[config.mk]
export PLATFORM = sky130hd
export DESIGN_NAME = sdii_serial
export DESIGN_NICKNAME = d
export VERILOG_FILES = /design/src/sdii_pkg.sv /design/src/sdii_serial.sv
export SDC_FILE = /design/constraint.sdc
export NUM_CORES = 2
export LEC_CHECK = 0
export BUFFER_PORTS_ARGS = -buffer_cell sky130_fd_sc_hd__buf_2
export CORE_MARGIN = 5
export CORE_UTILIZATION = 25
export CTS_CLUSTER_DIAMETER = 50
export DETAILED_ROUTE_END_ITERATION = 10
export GPL_TIMING_DRIVEN = 0
export PLACE_DENSITY = 0.36
export SYNTH_ARGS = -nofsm -noshare
export SYNTH_HDL_FRONTEND = slang
export SYNTH_SLANG_ARGS = --single-unit
[constraint.sdc]
create_clock -name clk -period 33.7 [get_ports clk]
set_clock_uncertainty 0.2 [all_clocks]
set_input_delay 3.37 -clock clk [delete_from_list [all_inputs] [get_ports clk]]
set_output_delay 3.37 -clock clk [all_outputs]
set_load 0.01 [all_outputs]
[src/sdii_pkg.sv]
// sdii_pkg: widths, op codes, register file map, series coefficients and the
// microcode table of the strapdown integrator sequencer
// depends on nothing; used by every module of the block
package sdii_pkg;

  localparam int DW        = 56;          // register file word, signed
  localparam int BW        = 36;          // multiplier operand, signed
  localparam int MW        = DW + 1;      // multiplicand after magnitude
  localparam int PW        = MW + BW;     // product accumulator
  localparam int NDW       = 80;          // dividend bits for the dt scaling
  localparam int DT_W      = 24;
  localparam int RA_W      = 7;
  localparam int RF_DEPTH  = 69;
  localparam int ROM_DEPTH = 256;
  localparam int PC_W      = 8;

  localparam logic [47:0] DT_MAX   = 48'd16777215;
  localparam logic [19:0] DIV_K    = 20'd1000000;
  localparam logic [19:0] DIV_HALF = 20'd500000;
  localparam logic [20:0] GRAV_RST = 21'd642908;

  // micro-op codes
  localparam logic [4:0] OP_END   = 5'd0;
  localparam logic [4:0] OP_LDK   = 5'd1;
  localparam logic [4:0] OP_IN    = 5'd2;
  localparam logic [4:0] OP_BR    = 5'd3;
  localparam logic [4:0] OP_AVG   = 5'd4;
  localparam logic [4:0] OP_MOV   = 5'd5;
  localparam logic [4:0] OP_ADD   = 5'd6;
  localparam logic [4:0] OP_SUB   = 5'd7;
  localparam logic [4:0] OP_SHL   = 5'd8;
  localparam logic [4:0] OP_CLAMP = 5'd9;
  localparam logic [4:0] OP_SAT32 = 5'd10;
  localparam logic [4:0] OP_SAT48 = 5'd11;
  localparam logic [4:0] OP_GRAV  = 5'd12;
  localparam logic [4:0] OP_MULR  = 5'd13;
  localparam logic [4:0] OP_SCALE = 5'd14;
  localparam logic [4:0] OP_SER   = 5'd15;
  localparam logic [4:0] OP_OUT   = 5'd16;

  // serial unit job kinds
  localparam logic [1:0] SK_MULR  = 2'd0;
  localparam logic [1:0] SK_SCALE = 2'd1;
  localparam logic [1:0] SK_SER   = 2'd2;

  // register file map
  localparam int R_PG  = 0;
  localparam int R_PA  = 3;
  localparam int R_O   = 6;
  localparam int R_V   = 15;
  localparam int R_P   = 18;
  localparam int R_G   = 21;
  localparam int R_A   = 24;
  localparam int R_MG  = 27;
  localparam int R_MA  = 30;
  localparam int R_TH  = 33;
  localparam int R_T   = 36;
  localparam int R_S2  = 45;
  localparam int R_SA  = 46;
  localparam int R_SB  = 47;
  localparam int R_R   = 48;
  localparam int R_C   = 57;
  localparam int R_X1  = 66;
  localparam int R_X2  = 67;
  localparam int R_ONE = 68;

  localparam logic [PC_W-1:0] PC_RUN = 8'd23;

  typedef struct packed {
    logic [4:0] op;
    logic [6:0] d;
    logic [6:0] a;
    logic [6:0] b;
    logic [7:0] k;
  } uop_t;

  typedef uop_t [ROM_DEPTH-1:0] urom_t;

  typedef struct packed {
    logic                 start;
    logic [1:0]           kind;
    logic [1:0]           off;
    logic signed [DW-1:0] a;
    logic [BW-1:0]        b;
    logic [DT_W-1:0]      dt;
  } ser_req_t;

  typedef struct packed {
    logic                 done;
    logic signed [DW-1:0] res;
  } ser_rsp_t;

  typedef struct packed {
    logic                 we;
    logic [RA_W-1:0]      addr;
    logic signed [DW-1:0] data;
  } rf_wr_t;

  function automatic uop_t mk(logic [4:0] op, int d, int a, int b, int k);
    uop_t m;
    m.op = op;
    m.d  = 7'(d);
    m.a  = 7'(a);
    m.b  = 7'(b);
    m.k  = 8'(k);
    return m;
  endfunction

  // 1/n! in Q2.30
  function automatic logic signed [31:0] inv_fact(logic [4:0] idx);
    logic signed [31:0] v;
    case (idx)
      5'd0:    v = 32'sd1073741824;
      5'd1:    v = 32'sd1073741824;
      5'd2:    v = 32'sd536870912;
      5'd3:    v = 32'sd178956971;
      5'd4:    v = 32'sd44739243;
      5'd5:    v = 32'sd8947849;
      5'd6:    v = 32'sd1491308;
      5'd7:    v = 32'sd213044;
      5'd8:    v = 32'sd26631;
      5'd9:    v = 32'sd2959;
      5'd10:   v = 32'sd296;
      5'd11:   v = 32'sd27;
      5'd12:   v = 32'sd2;
      default: v = 32'sd0;
    endcase
    return v;
  endfunction

  // microcode: reset pass first, then the per-item program from PC_RUN
  function automatic urom_t build_rom();
    urom_t rom;
    int n, i, j, p, br1, br2, dd, tt;
    logic [4:0] pm;
    for (i = 0; i < ROM_DEPTH; i++) rom[i] = mk(OP_END, 0, 0, 0, 0);
    n = 0;
    for (i = 0; i < 3; i++) begin rom[n] = mk(OP_LDK, R_PG + i, 0, 0, 0); n++; end
    for (i = 0; i < 3; i++) begin rom[n] = mk(OP_LDK, R_PA + i, 0, 0, 0); n++; end
    for (i = 0; i < 9; i++) begin
      rom[n] = mk(OP_LDK, R_O + i, 0, 0, (i % 4 == 0) ? 1 : 0); n++;
    end
    for (i = 0; i < 3; i++) begin rom[n] = mk(OP_LDK, R_V + i, 0, 0, 0); n++; end
    for (i = 0; i < 3; i++) begin rom[n] = mk(OP_LDK, R_P + i, 0, 0, 0); n++; end
    rom[n] = mk(OP_LDK, R_ONE, 0, 0, 1); n++;
    rom[n] = mk(OP_END, 0, 0, 0, 0); n++;
    // per-item program
    for (i = 0; i < 6; i++) begin
      rom[n] = mk(OP_IN, (i < 3) ? R_G + i : R_A + i - 3, 0, 0, i); n++;
    end
    br1 = n; n++;
    for (i = 0; i < 3; i++) begin
      rom[n] = mk(OP_AVG, R_MG + i, R_PG + i, R_G + i, 0); n++;
      rom[n] = mk(OP_AVG, R_MA + i, R_PA + i, R_A + i, 0); n++;
    end
    rom[br1] = mk(OP_BR, 0, 0, 0, n);
    for (i = 0; i < 3; i++) begin
      rom[n] = mk(OP_MOV, R_PG + i, R_G + i, 0, 0); n++;
      rom[n] = mk(OP_MOV, R_PA + i, R_A + i, 0, 0); n++;
    end
    br2 = n; n++;
    for (i = 0; i < 3; i++) begin
      rom[n] = mk(OP_SHL, R_X1, R_MG + i, 0, 0); n++;
      rom[n] = mk(OP_SCALE, R_X1, R_X1, 0, 0); n++;
      rom[n] = mk(OP_CLAMP, R_TH + i, R_X1, 0, 0); n++;
    end
    for (i = 0; i < 3; i++)
      for (j = 0; j < 3; j++) begin
        rom[n] = mk(OP_MULR, R_T + 3 * i + j, R_TH + i, R_TH + j, 0); n++;
      end
    rom[n] = mk(OP_ADD, R_X1, R_T, R_T + 4, 0); n++;
    rom[n] = mk(OP_ADD, R_S2, R_X1, R_T + 8, 0); n++;
    rom[n] = mk(OP_SER, R_SA, R_S2, 0, 1); n++;
    rom[n] = mk(OP_SER, R_SB, R_S2, 0, 2); n++;
    for (i = 0; i < 3; i++)
      for (j = 0; j < 3; j++) begin
        if (i == j) begin
          rom[n] = mk(OP_SUB, R_X1, R_T + 4 * i, R_S2, 0); n++;
          rom[n] = mk(OP_MULR, R_X1, R_SB, R_X1, 0); n++;
          rom[n] = mk(OP_ADD, R_R + 4 * i, R_X1, R_ONE, 0); n++;
        end else begin
          rom[n] = mk(OP_MULR, R_R + 3 * i + j, R_SB, R_T + 3 * i + j, 0); n++;
        end
      end
    // skew part of the rotation
    for (p = 0; p < 6; p++) begin
      case (p)
        0:       begin dd = 1; tt = 2; pm = OP_SUB; end
        1:       begin dd = 2; tt = 1; pm = OP_ADD; end
        2:       begin dd = 3; tt = 2; pm = OP_ADD; end
        3:       begin dd = 5; tt = 0; pm = OP_SUB; end
        4:       begin dd = 6; tt = 1; pm = OP_SUB; end
        default: begin dd = 7; tt = 0; pm = OP_ADD; end
      endcase
      rom[n] = mk(OP_MULR, R_X1, R_SA, R_TH + tt, 0); n++;
      rom[n] = mk(pm, R_R + dd, R_R + dd, R_X1, 0); n++;
    end
    for (i = 0; i < 9; i++) begin rom[n] = mk(OP_SAT32, R_R + i, R_R + i, 0, 0); n++; end
    for (i = 0; i < 3; i++)
      for (j = 0; j < 3; j++) begin
        rom[n] = mk(OP_MULR, R_X1, R_O + 3 * i, R_R + j, 0); n++;
        rom[n] = mk(OP_MULR, R_X2, R_O + 3 * i + 1, R_R + 3 + j, 0); n++;
        rom[n] = mk(OP_ADD, R_X1, R_X1, R_X2, 0); n++;
        rom[n] = mk(OP_MULR, R_X2, R_O + 3 * i + 2, R_R + 6 + j, 0); n++;
        rom[n] = mk(OP_ADD, R_X1, R_X1, R_X2, 0); n++;
        rom[n] = mk(OP_SAT32, R_C + 3 * i + j, R_X1, 0, 0); n++;
      end
    for (i = 0; i < 9; i++) begin rom[n] = mk(OP_MOV, R_O + i, R_C + i, 0, 0); n++; end
    for (i = 0; i < 3; i++) begin
      rom[n] = mk(OP_MULR, R_X1, R_O + 3 * i, R_MA, 0); n++;
      rom[n] = mk(OP_MULR, R_X2, R_O + 3 * i + 1, R_MA + 1, 0); n++;
      rom[n] = mk(OP_ADD, R_X1, R_X1, R_X2, 0); n++;
      rom[n] = mk(OP_MULR, R_X2, R_O + 3 * i + 2, R_MA + 2, 0); n++;
      rom[n] = mk(OP_ADD, R_X1, R_X1, R_X2, 0); n++;
      if (i == 2) begin rom[n] = mk(OP_GRAV, R_X1, R_X1, 0, 0); n++; end
      rom[n] = mk(OP_SCALE, R_X1, R_X1, 0, 0); n++;
      rom[n] = mk(OP_ADD, R_X1, R_V + i, R_X1, 0); n++;
      rom[n] = mk(OP_SAT48, R_V + i, R_X1, 0, 0); n++;
      rom[n] = mk(OP_SCALE, R_X1, R_V + i, 0, 0); n++;
      rom[n] = mk(OP_ADD, R_X1, R_P + i, R_X1, 0); n++;
      rom[n] = mk(OP_SAT48, R_P + i, R_X1, 0, 0); n++;
    end
    for (i = 0; i < 3; i++) begin rom[n] = mk(OP_OUT, 0, R_P + i, 0, i); n++; end
    rom[br2] = mk(OP_BR, 0, 0, 0, n);
    rom[n] = mk(OP_END, 0, 0, 0, 0);
    return rom;
  endfunction

  localparam urom_t UROM = build_rom();

endpackage

[src/sdii_serial.sv]
// sdii_serial: bit-serial arithmetic unit: rounded Q30 multiply, dt scaling
// (serial multiply then restoring divide by 1e6) and the Horner series
// depends on sdii_pkg
module sdii_serial import sdii_pkg::*; #(
  parameter int SERIES_TERMS = 4
) (
  input  logic     clk,
  input  logic     rst_n,
  input  ser_req_t req,
  output ser_rsp_t rsp
);

  localparam int NT = (SERIES_TERMS < 2) ? 2 : ((SERIES_TERMS > 8) ? 8 : SERIES_TERMS);
  localparam int LW = PW - 29;
  localparam logic [4:0] TOP_IDX  = 5'(2 * (NT - 1));
  localparam logic [2:0] SK_FIRST = 3'(NT - 2);
  localparam logic [6:0] MUL_LAST = 7'(BW - 1);
  localparam logic [6:0] DIV_LAST = 7'(NDW - 1);
  localparam logic signed [PW-1:0] RND_HALF = {{(PW-30){1'b0}}, 1'b1, 29'b0};
  localparam logic signed [LW-1:0] HI32 = {{(LW-31){1'b0}}, {31{1'b1}}};
  localparam logic signed [LW-1:0] LO32 = {{(LW-31){1'b1}}, {31{1'b0}}};

  localparam logic [2:0] S_IDLE = 3'd0;
  localparam logic [2:0] S_MUL  = 3'd1;
  localparam logic [2:0] S_POST = 3'd2;
  localparam logic [2:0] S_DIV  = 3'd3;
  localparam logic [2:0] S_DFIN = 3'd4;

  logic [2:0]           st_r, st_nxt;
  logic                 done_r, done_nxt;
  logic [6:0]           cnt_r, cnt_nxt;
  logic [1:0]           kind_r, kind_nxt;
  logic [1:0]           off_r, off_nxt;
  logic                 neg_r, neg_nxt;
  logic [2:0]           sk_r, sk_nxt;
  logic signed [PW-1:0] mcand_r, mcand_nxt;
  logic [BW-1:0]        mplr_r, mplr_nxt;
  logic signed [PW-1:0] acc_r, acc_nxt;
  logic [NDW-1:0]       dv_r, dv_nxt;
  logic [19:0]          rem_r, rem_nxt;
  logic signed [DW-1:0] s2_r, s2_nxt;
  logic signed [DW-1:0] res_r, res_nxt;

  logic signed [MW-1:0] a_ext, a_mag;
  logic signed [31:0]   fk0, fk;
  logic signed [PW-1:0] addend, rsum;
  logic signed [PW-31:0] rq;
  logic signed [LW-1:0] dsub;
  logic signed [31:0]   sacc;
  logic [20:0]          trial;
  logic                 ge;
  logic signed [DW-1:0] qd;

  always_comb begin
    a_ext  = {req.a[DW-1], req.a};
    a_mag  = req.a[DW-1] ? -a_ext : a_ext;
    fk0    = inv_fact(TOP_IDX + {3'b000, req.off});
    fk     = inv_fact({1'b0, sk_r, 1'b0} + {3'b000, off_r});
    addend = mplr_r[0] ? ((cnt_r == MUL_LAST) ? -mcand_r : mcand_r) : '0;
    rsum   = acc_r + RND_HALF;
    rq     = rsum[PW-1:30];
    dsub   = {{(LW-32){fk[31]}}, fk} - {rq[PW-31], rq};
    if (dsub > HI32) begin
      sacc = 32'sh7FFFFFFF;
    end else if (dsub < LO32) begin
      sacc = 32'sh80000000;
    end else begin
      sacc = dsub[31:0];
    end
    trial = {rem_r, dv_r[NDW-1]};
    ge    = trial >= {1'b0, DIV_K};
    qd    = dv_r[DW-1:0];
  end

  always_comb begin
    st_nxt    = st_r;
    done_nxt  = 1'b0;
    cnt_nxt   = cnt_r;
    kind_nxt  = kind_r;
    off_nxt   = off_r;
    neg_nxt   = neg_r;
    sk_nxt    = sk_r;
    mcand_nxt = mcand_r;
    mplr_nxt  = mplr_r;
    acc_nxt   = acc_r;
    dv_nxt    = dv_r;
    rem_nxt   = rem_r;
    s2_nxt    = s2_r;
    res_nxt   = res_r;
    case (st_r)
      S_IDLE: begin
        if (req.start) begin
          kind_nxt = req.kind;
          off_nxt  = req.off;
          s2_nxt   = req.a;
          neg_nxt  = req.a[DW-1];
          sk_nxt   = SK_FIRST;
          acc_nxt  = '0;
          cnt_nxt  = '0;
          st_nxt   = S_MUL;
          case (req.kind)
            SK_SCALE: begin
              mcand_nxt = {{BW{1'b0}}, a_mag};
              mplr_nxt  = {{(BW-DT_W){1'b0}}, req.dt};
            end
            SK_SER: begin
              mcand_nxt = {{(PW-DW){req.a[DW-1]}}, req.a};
              mplr_nxt  = {{(BW-32){fk0[31]}}, fk0};
            end
            default: begin
              mcand_nxt = {{(PW-DW){req.a[DW-1]}}, req.a};
              mplr_nxt  = req.b;
            end
          endcase
        end
      end
      S_MUL: begin
        acc_nxt   = acc_r + addend;
        mcand_nxt = mcand_r <<< 1;
        mplr_nxt  = mplr_r >> 1;
        cnt_nxt   = cnt_r + 7'd1;
        if (cnt_r == MUL_LAST) begin
          st_nxt = S_POST;
        end
      end
      S_POST: begin
        case (kind_r)
          SK_SCALE: begin
            dv_nxt  = acc_r[NDW-1:0] + {{(NDW-20){1'b0}}, DIV_HALF};
            rem_nxt = '0;
            cnt_nxt = '0;
            st_nxt  = S_DIV;
          end
          SK_SER: begin
            if (sk_r == 3'd0) begin
              res_nxt  = {{(DW-32){sacc[31]}}, sacc};
              done_nxt = 1'b1;
              st_nxt   = S_IDLE;
            end else begin
              // next Horner step: s2 times the new partial sum
              sk_nxt    = sk_r - 3'd1;
              mcand_nxt = {{(PW-DW){s2_r[DW-1]}}, s2_r};
              mplr_nxt  = {{(BW-32){sacc[31]}}, sacc};
              acc_nxt   = '0;
              cnt_nxt   = '0;
              st_nxt    = S_MUL;
            end
          end
          default: begin
            res_nxt  = rq[DW-1:0];
            done_nxt = 1'b1;
            st_nxt   = S_IDLE;
          end
        endcase
      end
      S_DIV: begin
        rem_nxt = ge ? 20'(trial - {1'b0, DIV_K}) : trial[19:0];
        dv_nxt  = {dv_r[NDW-2:0], ge};
        cnt_nxt = cnt_r + 7'd1;
        if (cnt_r == DIV_LAST) begin
          st_nxt = S_DFIN;
        end
      end
      S_DFIN: begin
        res_nxt  = neg_r ? -qd : qd;
        done_nxt = 1'b1;
        st_nxt   = S_IDLE;
      end
      default: begin
        st_nxt = S_IDLE;
      end
    endcase
  end

  always_ff @(posedge clk) begin
    if (!rst_n) begin
      st_r   <= S_IDLE;
      done_r <= 1'b0;
    end else begin
      st_r   <= st_nxt;
      done_r <= done_nxt;
    end
  end

  always_ff @(posedge clk) begin
    cnt_r   <= cnt_nxt;
    kind_r  <= kind_nxt;
    off_r   <= off_nxt;
    neg_r   <= neg_nxt;
    sk_r    <= sk_nxt;
    mcand_r <= mcand_nxt;
    mplr_r  <= mplr_nxt;
    acc_r   <= acc_nxt;
    dv_r    <= dv_nxt;
    rem_r   <= rem_nxt;
    s2_r    <= s2_nxt;
    res_r   <= res_nxt;
  end

  assign rsp.done = done_r;
  assign rsp.res  = res_r;

  a_no_start_busy: assert property (@(posedge clk) disable iff (!rst_n)
    req.start |-> (st_r == S_IDLE))
    else $error("serial unit started while busy");

  a_done_from_fin: assert property (@(posedge clk) disable iff (!rst_n)
    done_r |-> ($past(st_r) == S_POST || $past(st_r) == S_DFIN))
    else $error("serial unit done without a finishing step");

  a_rem_range: assert property (@(posedge clk) disable iff (!rst_n)
    (st_r == S_DIV) |-> (rem_r < DIV_K))
    else $error("divider remainder out of range");

endmodule

==> run_results.csv <==
group,metric,value,unit
cells_and_area,drive_above_1_share,9.555,%
synthesis,synth_top_cell_area_share,38.38,%
global_route,grt_util_all_layers,19.10,%
route,vias_per_cell,5.047,
sta,fmax,0.1119,GHz
global_route,antenna_found_initial,4,
global_route,overflow,0,
worst_setup_path,end_kind,"register",
die,dieArea,0.1478,sq mm
outcome,status,"complete, no violations",
pwr,power-per-cell-area,70.79,mW/mm^2
die,fp.dieW,384.4,um
placement,routabilityCongestion,0.9083,
global_route,grt_pass1_wl,212.1,mm
route,drtPass1Iterations,8,
synthesis,synth_edf_count,448,
cts,htree_levels,3,
cells_and_area,syn_to_final_growth,18.80,%
synthesis,netlist_area,0.03505,sq mm
synthesis,synth_seq_area_share,38.61,%
cts,clock_sinks,452,
worst_setup_path,crit_fanout,10,
worst_setup_path,cp-start-kind,"register",
cts,cts_tree,"done",
synthesis,synth_warnings,0,
sta,rsz0062_at_grt,"no",
synthesis,syn_nets,4218,
synthesis,ys_top_cells_by_area,"edfxtp_1 38%, xnor2_1 6.0%, xor2_1 5.5%",
synthesis,ys.flop_type,"edfxtp_1",
sta,slew_headroom,14.06,%
sta,min_period_over_period,26.53,%
worst_setup_path,path_class,"reg -> reg",
cts,insertion_delay,0.70,ns
route,vias,31250,
job,max_cap_viol_count,0,
synthesis,ys_async_sr_fraction,0,%
cts,hold_buffers,0,
die,coreArea,0.1394,sq mm
hold_path,hold_class,"reg -> reg",
sta,period_needed,8.941,ns
die,io_pins,180,
pwr,ir_worst_vdd,0.00003481,V
synthesis,synth.distinct_cells,98,
worst_setup_path,critical_path_required,33.92,ns
placement,io_buffers,179,
route,drt-total-wl,144.7,mm
route,drc_errors,0,
global_route,grt_max_degree,57,
route,wl_per_cell,23.36,um
pwr,p_leak,15.12,nW
sta,tns,0,ns
cts,clk_pin_slew,0.05,ns
sta,tightest_slew,1.277,ns
sta,drv_slew,0,
sta,finalHoldViolCount,0,
synthesis,syn_inst,3956,
global_route,grt_pass1_vias,30920,
synthesis,synth_top_area_cell,"edfxtp_1",
die,start_util,25.15,%
sta,finalSetupViolCount,0,
cells_and_area,final_nets,4504,
synthesis,avgSynthCellArea,8.860,sq um
worst_setup_path,worstPathArrival,9.17,ns
cts,cts_resized,0,
cts,clk_root_buffer_cell,"clkbuf_16",
route,drt_iter0_markers,2494,
cts,cts_made_buffers,85,
die,die-height,384.4,um
synthesis,synth-seq-cells,452,
die,rows,137,
sta,hold_ws,0.3237,ns
route,ant_nets,0,
placement,hpwl,116.4,mm
cts,cts_setup_buffers,0,
cts,cts_buffer_depth,3,
## synth_stat cells (all sizes together), types with 8 or more instances
cell    count
and2      118
a211oi     20
nand4      83
o21a       17
or3        53
nand2b     42
nand3     106
a31oi      42
clkbuf    195
o22ai      10
buf        39
a21boi     22
mux2i       8
nor4       50
o21bai     21
edfxtp    448
a221oi     11
or2        16
o31a        8
xor2      220
and3       49
nor3       75
nor2b      29
nor3b      12
nor2      379
or4        33
xnor2     242
a22oi      89
a21o      110
a21oi     266
o31ai      38
o41ai      22
o21ai     356
a221o      11
a211o      11
and4       18
o211ai     18
inv        83
nand2     347
ha        137
## worst max-delay path, cell delays in order (launching register included)
cell and delay (ns):
edfxtp_1 0.38, ha_1 0.22, nor4b_1 0.46, and3b_1 0.34
clkbuf_1 0.31, clkbuf_1 0.69, buf_1 0.74, nand2_1 0.15
xnor2_1 0.20, and2_1 0.19, ha_1 0.37, o21ai_0 0.11
a21oi_1 0.20, o21ai_0 0.15, a211oi_1 0.48, nor3_1 0.18
o21ba_2 0.26, o41ai_1 0.83, a21oi_1 0.32, o31a_1 0.41
o21ai_0 0.33, a21oi_1 0.24, o21ai_0 0.28, a21oi_1 0.18
o2111ai_1 0.20, a21bo_2 0.24
## state kept, by name, indices dropped and copies added (netlist names)
name / flops
acc_r: 93
cnt_r: 7
done_r: 1
dv_r: 80
kind_r: 2
mcand_r: 93
mplr_r: 36
neg_r: 1
off_r: 2
rem_r: 20
res_r: 56
s2_r: 55
sk_r: 3
st_r: 3
## report_power, final
part           internal, W  leakage [nW]  total [W]  switching [W]
registers         0.000772          4.43   0.000902       0.000130
logic             0.000402          9.27    0.00115       0.000747
clock network     0.000563          1.42   0.000897       0.000334
total              0.00174          15.1    0.00295        0.00121
## path summary, 6_finish.rpt
check / from / to / slack, ns / depth (start not counted)
setup reg to reg: cnt_r[0] / acc_r[92] / 24.76 / 25
setup / recovery: cnt_r[0] / acc_r[92] / 24.76 / 25
hold / removal: dv_r[72] / dv_r[73] / 0.32 / 2
hold reg to reg: dv_r[72] / dv_r[73] / 0.32 / 2
## cells in the final DEF (no fill, tap or decap), types with 38 or more instances in the layout
cell type	synthesis	routed
nand4_1	82	82
a31oi_1	42	42
o21ai_0	339	338
nor3_1	73	72
clkbuf_16	0	85
nand2b_1	42	42
clkbuf_1	194	200
nand2_1	347	346
or3_1	53	53
xnor2_1	241	241
nor4_1	48	48
xor2_1	220	220
nor2_1	378	377
and3_1	49	49
inv_1	83	83
buf_2	17	196
a21oi_1	266	265
a21o_1	110	110
edfxtp_1	448	448
o31ai_1	38	38
nand3_1	105	105
and2_1	117	117
ha_1	137	137
a22oi_1	89	89
## routing by layer
| layer | track usage [%] | routed length, um |
|---|---|---|
| met3 | 2.687 | 6717 |
| met2 | 29.80 | 63530 |
| met1 | 27.87 | 71430 |
| met4 | 4.486 | 2979 |
| met5 | 0 | 13 |
## cell type report
type / count / area [sq um]
plain buffers: 234 / 939.7
repair buffers: 199 / 1245
inverters: 84 / 315.3
fillers: 15000 / 97720
clock buffers: 92 / 2153
multi-input cells: 3186 / 20300
well taps: 1876 / 2347
flip-flops and latches: 452 / 13530
diodes: 4 / 10.01
clock inverters: 65 / 803.3
## kinds of logic (layout without fill, tap and decap cells)
kind of cell	after synthesis	count (layout)	synth area share [%]
mux	8	8	0.2285
fa+ha+maj	141	141	5.062
flops	452	452	38.61
compound gates	1138	1138	20.43
xor+xnor	462	462	11.60
simple gates	1437	1437	20.50
other cells	0	4	0
buf+inv	318	674	3.577
## metrics by stage
stage / instances / setup WS (ns) / instance area, sq um / utilization [%] / power, W
after floorplan: 3956 / 19.85 / 35050 / - / 0.001632
after global placement: 6011 / 12.96 / 38290 / 27.48 / 0.002078
after detailed placement: 6031 / 24.37 / 38680 / 27.75 / 0.002053
after CTS: 6188 / 24.73 / 41630 / 29.87 / 0.002974
after global routing: 6188 / 24.24 / 41630 / 29.87 / 0.003128
final: 6192 / 24.76 / 41640 / 29.88 / 0.002948
Note: power is estimated with default switching activity, not from simulation.
